$ cat src/sv/wsmd_pkg.sv
// ----------------------------------------------------------------------------
// wsmd_pkg
// Shared constants, types and codes of the weighted sorted merge with
// decimation: list sizes, register indexes, controller states and the
// command and status groups between the controller and the datapath.
// ----------------------------------------------------------------------------
package wsmd_pkg;

  localparam int LIST_DEPTH = 32;
  localparam int ADDR_W     = $clog2(LIST_DEPTH);
  localparam int FILL_W     = $clog2(LIST_DEPTH + 1);
  localparam int VALUE_W    = 64;
  localparam int WEIGHT_W   = 16;
  localparam int TOTAL_W    = WEIGHT_W + 1;
  localparam int SUM_W      = WEIGHT_W + 2;
  localparam int CFG_IDX_W  = 1;

  localparam logic [CFG_IDX_W-1:0] REG_LEFT_WT  = 1'b0;
  localparam logic [CFG_IDX_W-1:0] REG_RIGHT_WT = 1'b1;

  localparam logic SIDE_LEFT  = 1'b0;

  typedef enum logic [1:0] {
    ST_IDLE,
    ST_FETCH,
    ST_PICK,
    ST_FLUSH
  } wsmd_state_t;

  typedef struct packed {
    logic load;
    logic fetch;
    logic pick;
    logic flush;
  } wsmd_cmd_t;

  typedef struct packed {
    logic left_more;
    logic right_more;
  } wsmd_status_t;

endpackage

$ cat src/sv/weighted_sorted_merge_decimate.sv
// ----------------------------------------------------------------------------
// weighted_sorted_merge_decimate
// Loads two ascending lists of signed values, then merges them and emits
// one value for every step of the weighted count divided by the total weight.
// ----------------------------------------------------------------------------
// Busy stays low during a load beat and a new beat may follow at once.
// The end-of-load beat starts a merge: a fetch and a pick per stored element
// (one memory read port per list), then a last fetch and a flush.
// Results appear in the cycle after the pick that confirms them; the last one in the
// cycle after the flush, when busy is already low.
// The receiver cannot stall; each result is valid for the one cycle that result_strobe is high.
// Synchronous reset empties both lists and sets both weights to one.
module weighted_sorted_merge_decimate (
  input  logic                                clk,
  input  logic                                rst,
  input  logic                                start,
  output logic                                busy,
  input  logic                                side,
  input  logic                                carries_value,
  input  logic signed [wsmd_pkg::VALUE_W-1:0] sample_value,
  input  logic                                end_of_load,
  input  logic                                cfg_write,
  input  logic [wsmd_pkg::CFG_IDX_W-1:0]      cfg_index,
  input  logic [wsmd_pkg::WEIGHT_W-1:0]       cfg_data,
  output logic                                result_strobe,
  output logic signed [wsmd_pkg::VALUE_W-1:0] merged_value,
  output logic                                last
);
  import wsmd_pkg::*;

  wsmd_cmd_t    cmd;
  wsmd_status_t status;

  wsmd_ctrl u_ctrl (
    .clk         (clk),
    .rst         (rst),
    .start       (start),
    .end_of_load (end_of_load),
    .status      (status),
    .cmd         (cmd),
    .busy        (busy)
  );

  wsmd_datapath u_datapath (
    .clk           (clk),
    .rst           (rst),
    .cmd           (cmd),
    .status        (status),
    .side          (side),
    .carries_value (carries_value),
    .sample_value  (sample_value),
    .cfg_write     (cfg_write),
    .cfg_index     (cfg_index),
    .cfg_data      (cfg_data),
    .result_strobe (result_strobe),
    .merged_value  (merged_value),
    .last          (last)
  );

endmodule

$ cat src/sv/wsmd_ctrl.sv
// ----------------------------------------------------------------------------
// wsmd_ctrl
// Controller of the merge: accepts load beats while idle, then steps the
// datapath through fetch and pick cycles for every stored element and ends
// with a flush cycle that delivers the final result.
// ----------------------------------------------------------------------------
module wsmd_ctrl (
  input  logic                  clk,
  input  logic                  rst,
  input  logic                  start,
  input  logic                  end_of_load,
  input  wsmd_pkg::wsmd_status_t status,
  output wsmd_pkg::wsmd_cmd_t    cmd,
  output logic                  busy
);
  import wsmd_pkg::*;

  wsmd_state_t state;
  wsmd_state_t state_next;

  always_ff @(posedge clk) begin
    if (rst) begin
      state <= ST_IDLE;
    end else begin
      state <= state_next;
    end
  end

  always_comb begin
    state_next = state;
    unique case (state)
      ST_IDLE: begin
        if (start && end_of_load) begin
          state_next = ST_FETCH;
        end
      end
      ST_FETCH: begin
        if (status.left_more || status.right_more) begin
          state_next = ST_PICK;
        end else begin
          state_next = ST_FLUSH;
        end
      end
      ST_PICK: begin
        state_next = ST_FETCH;
      end
      ST_FLUSH: begin
        state_next = ST_IDLE;
      end
      default: begin
        state_next = ST_IDLE;
      end
    endcase
  end

  always_comb begin
    cmd = '0;
    busy = 1'b1;
    unique case (state)
      ST_IDLE: begin
        busy = 1'b0;
        cmd.load = start;
      end
      ST_FETCH: begin
        cmd.fetch = 1'b1;
      end
      ST_PICK: begin
        cmd.pick = 1'b1;
      end
      ST_FLUSH: begin
        cmd.flush = 1'b1;
      end
      default: begin
        busy = 1'b1;
      end
    endcase
  end

endmodule

$ cat src/sv/wsmd_datapath.sv
// ----------------------------------------------------------------------------
// wsmd_datapath
// Weight registers, the two list memories with their fill counts and read
// indexes, the signed head compare, the running remainder of the weighted
// count and the output register with a one-result hold for the last flag.
// ----------------------------------------------------------------------------
module wsmd_datapath (
  input  logic                             clk,
  input  logic                             rst,
  input  wsmd_pkg::wsmd_cmd_t               cmd,
  output wsmd_pkg::wsmd_status_t            status,
  input  logic                             side,
  input  logic                             carries_value,
  input  logic signed [wsmd_pkg::VALUE_W-1:0] sample_value,
  input  logic                             cfg_write,
  input  logic [wsmd_pkg::CFG_IDX_W-1:0]   cfg_index,
  input  logic [wsmd_pkg::WEIGHT_W-1:0]    cfg_data,
  output logic                             result_strobe,
  output logic signed [wsmd_pkg::VALUE_W-1:0] merged_value,
  output logic                             last
);
  import wsmd_pkg::*;

  logic [WEIGHT_W-1:0] left_wt;
  logic [WEIGHT_W-1:0] right_wt;

  logic [VALUE_W-1:0] left_mem  [LIST_DEPTH];
  logic [VALUE_W-1:0] right_mem [LIST_DEPTH];
  logic [VALUE_W-1:0] left_head;
  logic [VALUE_W-1:0] right_head;

  logic [FILL_W-1:0] left_fill;
  logic [FILL_W-1:0] right_fill;
  logic [FILL_W-1:0] left_idx;
  logic [FILL_W-1:0] right_idx;

  logic [TOTAL_W-1:0] remainder;
  logic [VALUE_W-1:0] pending;
  logic               pending_valid;

  logic [WEIGHT_W-1:0] left_eff;
  logic [WEIGHT_W-1:0] right_eff;
  logic [TOTAL_W-1:0]  total;
  logic [TOTAL_W-1:0]  bias;
  logic                take_left;
  logic [VALUE_W-1:0]  pick_value;
  logic [WEIGHT_W-1:0] pick_weight;
  logic [SUM_W-1:0]    sum;
  logic                emit;
  logic                store_left;
  logic                store_right;

  always_ff @(posedge clk) begin
    if (rst) begin
      left_wt  <= WEIGHT_W'(1);
      right_wt <= WEIGHT_W'(1);
    end else if (cfg_write) begin
      unique case (cfg_index)
        REG_LEFT_WT:  left_wt  <= cfg_data;
        REG_RIGHT_WT: right_wt <= cfg_data;
        default: begin
        end
      endcase
    end
  end

  // A zero weight counts as one.
  assign left_eff  = (left_wt == '0) ? WEIGHT_W'(1) : left_wt;
  assign right_eff = (right_wt == '0) ? WEIGHT_W'(1) : right_wt;
  assign total     = {1'b0, left_eff} + {1'b0, right_eff};
  assign bias      = (total >> 1) - TOTAL_W'(1);

  assign status.left_more  = left_idx < left_fill;
  assign status.right_more = right_idx < right_fill;

  assign store_left  = cmd.load && carries_value && (side == SIDE_LEFT) &&
                       (left_fill < FILL_W'(LIST_DEPTH));
  assign store_right = cmd.load && carries_value && (side != SIDE_LEFT) &&
                       (right_fill < FILL_W'(LIST_DEPTH));

  always_ff @(posedge clk) begin
    if (store_left) begin
      left_mem[left_fill[ADDR_W-1:0]] <= sample_value;
    end
    if (store_right) begin
      right_mem[right_fill[ADDR_W-1:0]] <= sample_value;
    end
    if (cmd.fetch) begin
      left_head  <= left_mem[left_idx[ADDR_W-1:0]];
      right_head <= right_mem[right_idx[ADDR_W-1:0]];
    end
  end

  // Ties go to the right list.
  assign take_left   = status.left_more &&
                       (!status.right_more || ($signed(left_head) < $signed(right_head)));
  assign pick_value  = take_left ? left_head : right_head;
  assign pick_weight = take_left ? left_eff : right_eff;
  assign sum         = {1'b0, remainder} + {2'b00, pick_weight};
  assign emit        = sum >= {1'b0, total};

  always_ff @(posedge clk) begin
    if (rst) begin
      left_fill     <= '0;
      right_fill    <= '0;
      left_idx      <= '0;
      right_idx     <= '0;
      pending_valid <= 1'b0;
      result_strobe <= 1'b0;
    end else begin
      result_strobe <= pending_valid && ((cmd.pick && emit) || cmd.flush);
      if (cmd.load) begin
        left_idx      <= '0;
        right_idx     <= '0;
        remainder     <= bias;
        pending_valid <= 1'b0;
        if (store_left) begin
          left_fill <= left_fill + FILL_W'(1);
        end
        if (store_right) begin
          right_fill <= right_fill + FILL_W'(1);
        end
      end
      if (cmd.pick) begin
        if (take_left) begin
          left_idx <= left_idx + FILL_W'(1);
        end else begin
          right_idx <= right_idx + FILL_W'(1);
        end
        if (emit) begin
          remainder     <= TOTAL_W'(sum - {1'b0, total});
          pending       <= pick_value;
          pending_valid <= 1'b1;
          if (pending_valid) begin
            merged_value  <= pending;
            last          <= 1'b0;
          end
        end else begin
          remainder <= TOTAL_W'(sum);
        end
      end
      if (cmd.flush) begin
        left_fill     <= '0;
        right_fill    <= '0;
        pending_valid <= 1'b0;
        if (pending_valid) begin
          merged_value  <= pending;
          last          <= 1'b1;
        end
      end
    end
  end

endmodule
$ cat config.mk
export PLATFORM = sky130hd
export DESIGN_NAME = weighted_sorted_merge_decimate
export DESIGN_NICKNAME = d
export VERILOG_FILES = /design/src/sv/wsmd_pkg.sv /design/src/sv/weighted_sorted_merge_decimate.sv /design/src/sv/wsmd_ctrl.sv /design/src/sv/wsmd_datapath.sv
export SDC_FILE = /design/constraint.sdc
export NUM_CORES = 2
export LEC_CHECK = 0
export CORE_MARGIN = 2
export CORE_UTILIZATION = 59
export CTS_BUF_LIST = sky130_fd_sc_hd__clkbuf_8 sky130_fd_sc_hd__clkbuf_16
export CTS_CLUSTER_DIAMETER = 80
export DETAILED_ROUTE_END_ITERATION = 16
export DONT_BUFFER_PORTS = 1
export GPL_TIMING_DRIVEN = 0
export PLACE_DENSITY_LB_ADDON = 0.3
export SLEW_MARGIN = 20
export SYNTH_ARGS = -nofsm -noshare
export SYNTH_HDL_FRONTEND = slang
export SYNTH_SLANG_ARGS = --single-unit
export TNS_END_PERCENT = 10
$ cat constraint.sdc
create_clock -name clk -period 11.8 [get_ports clk]
set_input_delay 2.36 -clock clk [delete_from_list [all_inputs] [get_ports clk]]
set_output_delay 2.36 -clock clk [all_outputs]
set_load 0.1 [all_outputs]
**Word level (Yosys, flattened, before mapping)**

Memory sizes are Yosys's and may differ from the RTL's. A register that Yosys moved wholly into a read port is not among the register bits.
Cells that the tools add are included.

- Register bits after elaboration: 206
- Bits in writable memories: 4096
- Input port bits: 88
- Word-level logic and storage cells: 98
- Memories kept: 2

- Add/subtract/negate cells: 8
- Order comparisons: 6
- Equal/unequal tests: 4
- Multiplexer cells: 38
- Bitwise gates (word level): 3
- Reductions and logical operators: 24

Memories:

| name | depth | bits a word | read ports | clocked after memory_dff | write ports | RTL line | text |
|---|---|---|---|---|---|---|---|
| u_datapath.left_mem | 32 | 64 | 1 | 1 | 1 | wsmd_datapath.sv:27 | `logic [VALUE_W-1:0] left_mem [LIST_DEPTH];` |
| u_datapath.right_mem | 32 | 64 | 1 | 1 | 1 | wsmd_datapath.sv:28 | `logic [VALUE_W-1:0] right_mem [LIST_DEPTH];` |

Operators by type and width:

| kind | number |
|---|---|
| 64-bit two-way mux | 6 |
| 64-bit less-than comparator | 1 |
| 17-bit two-way mux | 3 |
| 16-bit two-way mux | 3 |
| 6-bit two-way mux | 6 |
| 16-bit zero test | 2 |
| 6-bit by 1-bit adder with 6-bit output (second input constant) | 4 |
| 17-bit by 16-bit adder with 18-bit output | 1 |
| 18-bit by 17-bit greater-or-equal comparator with 1-bit output | 1 |
| 1-bit two-way mux | 18 |
| 16-bit by 16-bit adder with 17-bit output | 1 |
| 16-bit by 1-bit subtractor with 17-bit output (second input constant) | 1 |
| 17-bit subtractor | 1 |
| 6-bit less-than comparator | 2 |
| 6-bit less-than comparator (second input constant) | 2 |
| 2-bit AND reduction | 5 |
| 1-bit logical AND | 9 |
| 2-bit case mux with 4 select lines | 1 |
| 2-bit equality test (second input constant) | 2 |
| 1-bit logical OR | 3 |
| 1-bit NOT | 3 |
| 3-bit AND reduction | 1 |
| 2-bit by 1-bit equality test with 1-bit output (second input constant) | 1 |
| 2-bit zero test | 1 |
| other kinds (5) | 5 |

**Logic depth before layout (Yosys ltp)**

- Depth after elaboration: 11
- Depth in mapped cells: 34
- Mapped depth without buffers: 30

**By module**

Synthesis repeated with hierarchy kept, for this count alone.

- Cells, all modules: 7557
- Area, all modules: 172097.6 µm²

Modules (own cells, without submodules):

| module | instances | cells each | area an instance (µm²) |
|---|---|---|---|
| wsmd_datapath | 1 | 7544 | 171988.7 |
| wsmd_ctrl | 1 | 13 | 108.9 |

**Worst setup path after synthesis**

OpenSTA, ideal clock, no wires.

- Path kind: register -> register
- From: register u_datapath.left_head[57], read port of u_datapath.left_mem
- To: register u_datapath.pending[0] (enable)
- Arrival: 10.355 ns
- Required time: 11.235 ns
- Slack: 0.880 ns
- Cell stages (with the launch flop): 32
- Path through: edfxtp_1 > ha_1 > a21o_1 > a21o_1 > a221o_1 > a221oi_1 > o31ai_1 > clkinv_1 > a211oi_1 > nor3_2 > buf_2 > buf_4 > mux2_1 > ha_1 > fa_1 > a211oi_1 > o21bai_1 > a31o_2 > a41oi_1 > a211oi_1 > a21o_1 > a21oi_1 > xnor2_1 > ha_1 > and4_1 > nor2b_1 > o21ai_0 > nand2_1 > a311oi_2 > buf_2 > buf_2 > nor3_1

- Longest elaborated chain between the ends: 7

RTL lines:

| what | RTL line | text |
|---|---|---|
| start: declaration | wsmd_datapath.sv:29 | `logic [VALUE_W-1:0] left_head;` |
| 64-bit less-than comparator | wsmd_datapath.sv:96 | `(!status.right_more \|\| ($signed(left_head) < $signed(right_head)));` |
| 1-bit logical OR | wsmd_datapath.sv:96 |  |
| 1-bit logical AND | wsmd_datapath.sv:95 | `assign take_left = status.left_more &&` |
| 16-bit two-way mux | wsmd_datapath.sv:98 | `assign pick_weight = take_left ? left_eff : right_eff;` |
| 17-bit by 16-bit adder with 18-bit output | wsmd_datapath.sv:99 | `assign sum = {1'b0, remainder} + {2'b00, pick_weight};` |
| 18-bit by 17-bit greater-or-equal comparator with 1-bit output | wsmd_datapath.sv:100 | `assign emit = sum >= {1'b0, total};` |
| 3-bit AND reduction (no source line) | -- |  |
| end signal: assignment | wsmd_datapath.sv:132 | `pending <= pick_value;` |
| end: declaration | wsmd_datapath.sv:38 | `logic [VALUE_W-1:0] pending;` |

No other way between the ends.
A chain may end at the register's enable or synchronous reset.

==> flow_summary.json <==
{
  "outcome": "finished clean",
  "setup.worst_path.class": "reg2reg",
  "yosys-top-cells-count": "edfxtp_1 (4370), mux4_2 (1280), nand2_1 (373), clkbuf_1 (273), nor2_1 (190)",
  "ant_nets": 0,
  "hold_class": "reg2reg",
  "yosys.area_share.xor_xnor_pct": 0.325,
  "async_flop_share_pct": 0,
  "synth_compound_gate_area_share_pct": 1.14,
  "synthSimpleGateAreaFrac_pct": 1.77,
  "place_congestion": 0.880,
  "max-vdd-ir-drop_v": 0.000132,
  "synthMuxAreaShare_pct": 17.7,
  "synth_cell_type_count": 76,
  "drt_iter0_markers": 13800,
  "yosysSeqAreaShare_pct": 77.0,
  "rows": 198,
  "io-pin-count": 155,
  "avgRoutedWirePerCell_um": 36.4,
  "grt_overflow_total": 0,
  "dpl.hpwl_mm": 286,
  "die_area_mm2": 0.296,
  "synth_top_area_share_pct": 76.3,
  "clock_path_buffers": 4,
  "synth_most_common_cell": "edfxtp_1",
  "num_vias": 86000,
  "start_kind": "flip-flop",
  "clk_pin_slew_ns": 0.07,
  "synth_top_family_by_area": "multiplexers",
  "crit_required_ns": 12.47,
  "synth-adder-area-share_pct": 1.00,
  "start_util_pct": 59.2,
  "synth-seq-cells": 4430,
  "tns_ns": 0,
  "numCtsBuffers": 428,
  "drt-total-wl_mm": 457,
  "grt_start_max_net_pins": 65,
  "grt_usage_pct": 31.1,
  "core_area_mm2": 0.291,
  "postCtsSetupBuffers": 0,
  "avgViaCountPerCell": 6.86,
  "cts_resized": 0,
  "cts.sinks": 4430,
  "reg2reg_depth": 35,
  "crit_path_max_fanout": 25,
  "hold_slack_ns": 0.494,
  "power.density_mw_per_mm2": 162,
  "cts_tree": "yes",
  "whs_path_depth": 2,
  "synth_largest_area_cell": "edfxtp_1",
  "worst_slew_pin_slew_ns": 1.25,
  "cts-hold-fix-buffers": 0,
  "crit_path_end_kind": "flip-flop",
  "grt_pass1_wl_mm": 645,
  "max_freq_mhz": 94.7,
  "first_pass_iters": 6,
  "slowest_delay_ns": 0.86,
  "power_mw": 31.8,
  "layout.nets": 8488,
  "synth_edf_count": 4370,
  "critical_path_arrival_ns": 11.23,
  "cp_slowest_cell": "o21ai_1",
  "fin_crit_sh_pct": 89.5,
  "synthesis.area_mm2": 0.172,
  "htree_levels": 5,
  "remaining_drc_errors": 0,
  "finalCriticalPeriod_ns": 10.56,
  "setup_violations": 0,
  "portBuffers": 0,
  "skew_ns": 0.0666,
  "syn_area_per_cell_um2": 22.7,
  "grt_antenna_before_repair": 18,
  "die_h_um": 544,
  "finalHoldViolCount": 0,
  "slew_viol_final": 0,
  "synth_area_leaders": "edfxtp_1 (76%), mux4_2 (17%), ha_1 (0.97%), nand2_1 (0.81%), dfxtp_1 (0.70%)",
  "syn-num-nets": 7802,
  "clk-insertion-delay-late_ns": 0.98,
  "max-slew-margin-rel_pct": 16.4,
  "synthesis.instances": 7578,
  "p_leak_nw": 60.8,
  "synth_ff_type": "edfxtp_1",
  "fp.dieW_um": 544,
  "grt_setup_unrepaired": "no",
  "syn_to_final_growth_pct": 14.3,
  "ctsRootBufferMaster": "clkbuf_16",
  "ys_warn_count": 0,
  "grt_pass1_vias": 86800,
  "drive_above_1_share_pct": 28.1,
  "drv_cap": 0
}
report_power, final:
| group | total [mW] | switching [mW] | internal [mW] |
|---|---|---|---|
| logic | 0.988 | 0.579 | 0.408 |
| clock network | 13.4 | 5.94 | 7.41 |
| registers | 17.4 | 0.0618 | 17.4 |
kinds of logic after synthesis:
group | count (synthesis)
compound gates | 310
simple gates | 711
fa+ha+maj | 136
buf+inv | 494
xor+xnor | 63
mux | 1434
flops | 4430
registers in the layout (all words and copies together) (netlist names), named ones only:
| name | flops |
|---|---|
| u_datapath.left_mem | 2048 |
| u_datapath.right_fill | 6 |
| u_datapath.right_head | 64 |
| u_ctrl.state | 2 |
| u_datapath.pending_valid | 1 |
| u_datapath.pending | 64 |
| u_datapath.right_idx | 6 |
| u_datapath.left_wt | 16 |
| u_datapath.left_idx | 6 |
| u_datapath.right_wt | 16 |
| u_datapath.left_fill | 6 |
| u_datapath.result_strobe | 1 |
| u_datapath.right_mem | 2048 |
| u_datapath.left_head | 64 |
| u_datapath.remainder | 17 |
path summary, 6_finish.rpt:
path                                          startpoint                        to  slack, ns
worst max-delay path            u_datapath.left_head[21]                 flip-flop       1.24
worst min-delay path            u_datapath.right_fill[5]  u_datapath.right_fill[5]       0.49
worst max register to register  u_datapath.left_head[21]                 flip-flop       1.24
worst min register to register  u_datapath.right_fill[5]  u_datapath.right_fill[5]       0.49
critical path, delay by kind of cell, from the launching register on:
family	cells	cell delay, ns
mux	1	0.36
xor+xnor	1	0.19
flops	1	0.41
simple gates	5	0.87
fa+ha+maj	4	1.31
compound gates	17	4.95
buf+inv	7	2.04
area by class of cell:
cell class,instances,area (um^2)
timing repair buffer,256,5360
buffer,395,1650
tap,3900,4880
clock buffer,431,10800
fill,16800,94000
sequential,4430,132000
clock inverter,356,2870
inverter,99,372
antenna,15,37.5
multi-input combinational,2654,38300
cell usage in the layout, fill, tap and decap left out, types with 30 or more instances in the layout:
cell type	n
nor2_1	125
xnor2_1	41
edfxtp_1	4370
o21ai_1	30
nor2_4	65
ha_1	133
clkbuf_16	431
buf_16	50
clkbuf_2	92
bufinv_16	34
a21o_1	39
clkinv_1	103
clkbuf_1	219
dfxtp_1	60
nand2_1	373
nand3_1	37
buf_1	47
mux2i_1	72
buf_12	192
clkinv_2	77
buf_2	36
a21oi_1	104
o21ai_0	66
mux2_2	65
mux4_2	1280
inv_1	182
metrics by stage:
step	cell area [um^2]	setup WS (ns)	instances	utilization, %
after floorplan	172000	0.880	7578	-
after global placement	177000	-3.66	11500	60.9
after detailed placement	183000	1.69	11700	62.9
after CTS	196000	1.56	12500	67.6
after global routing	197000	0.940	12500	67.7
final	197000	1.24	12500	67.7
metal layers:
| metal | global-route usage [%] | routed length [um] | part of all wire, % | vias to the layer above |
|---|---|---|---|---|
| met1 | 41.6 | 160000 | 35 | 45200 |
| li1 | - | - | - | 33300 |
| met5 | 0 | 90 | 0.020 | - |
| met2 | 49.2 | 220000 | 48 | 6529 |
| met4 | 14.9 | 25200 | 5.5 | 12 |
| met3 | 6.85 | 50800 | 11 | 1004 |
No activity file was read; power rests on OpenSTA's default activity.
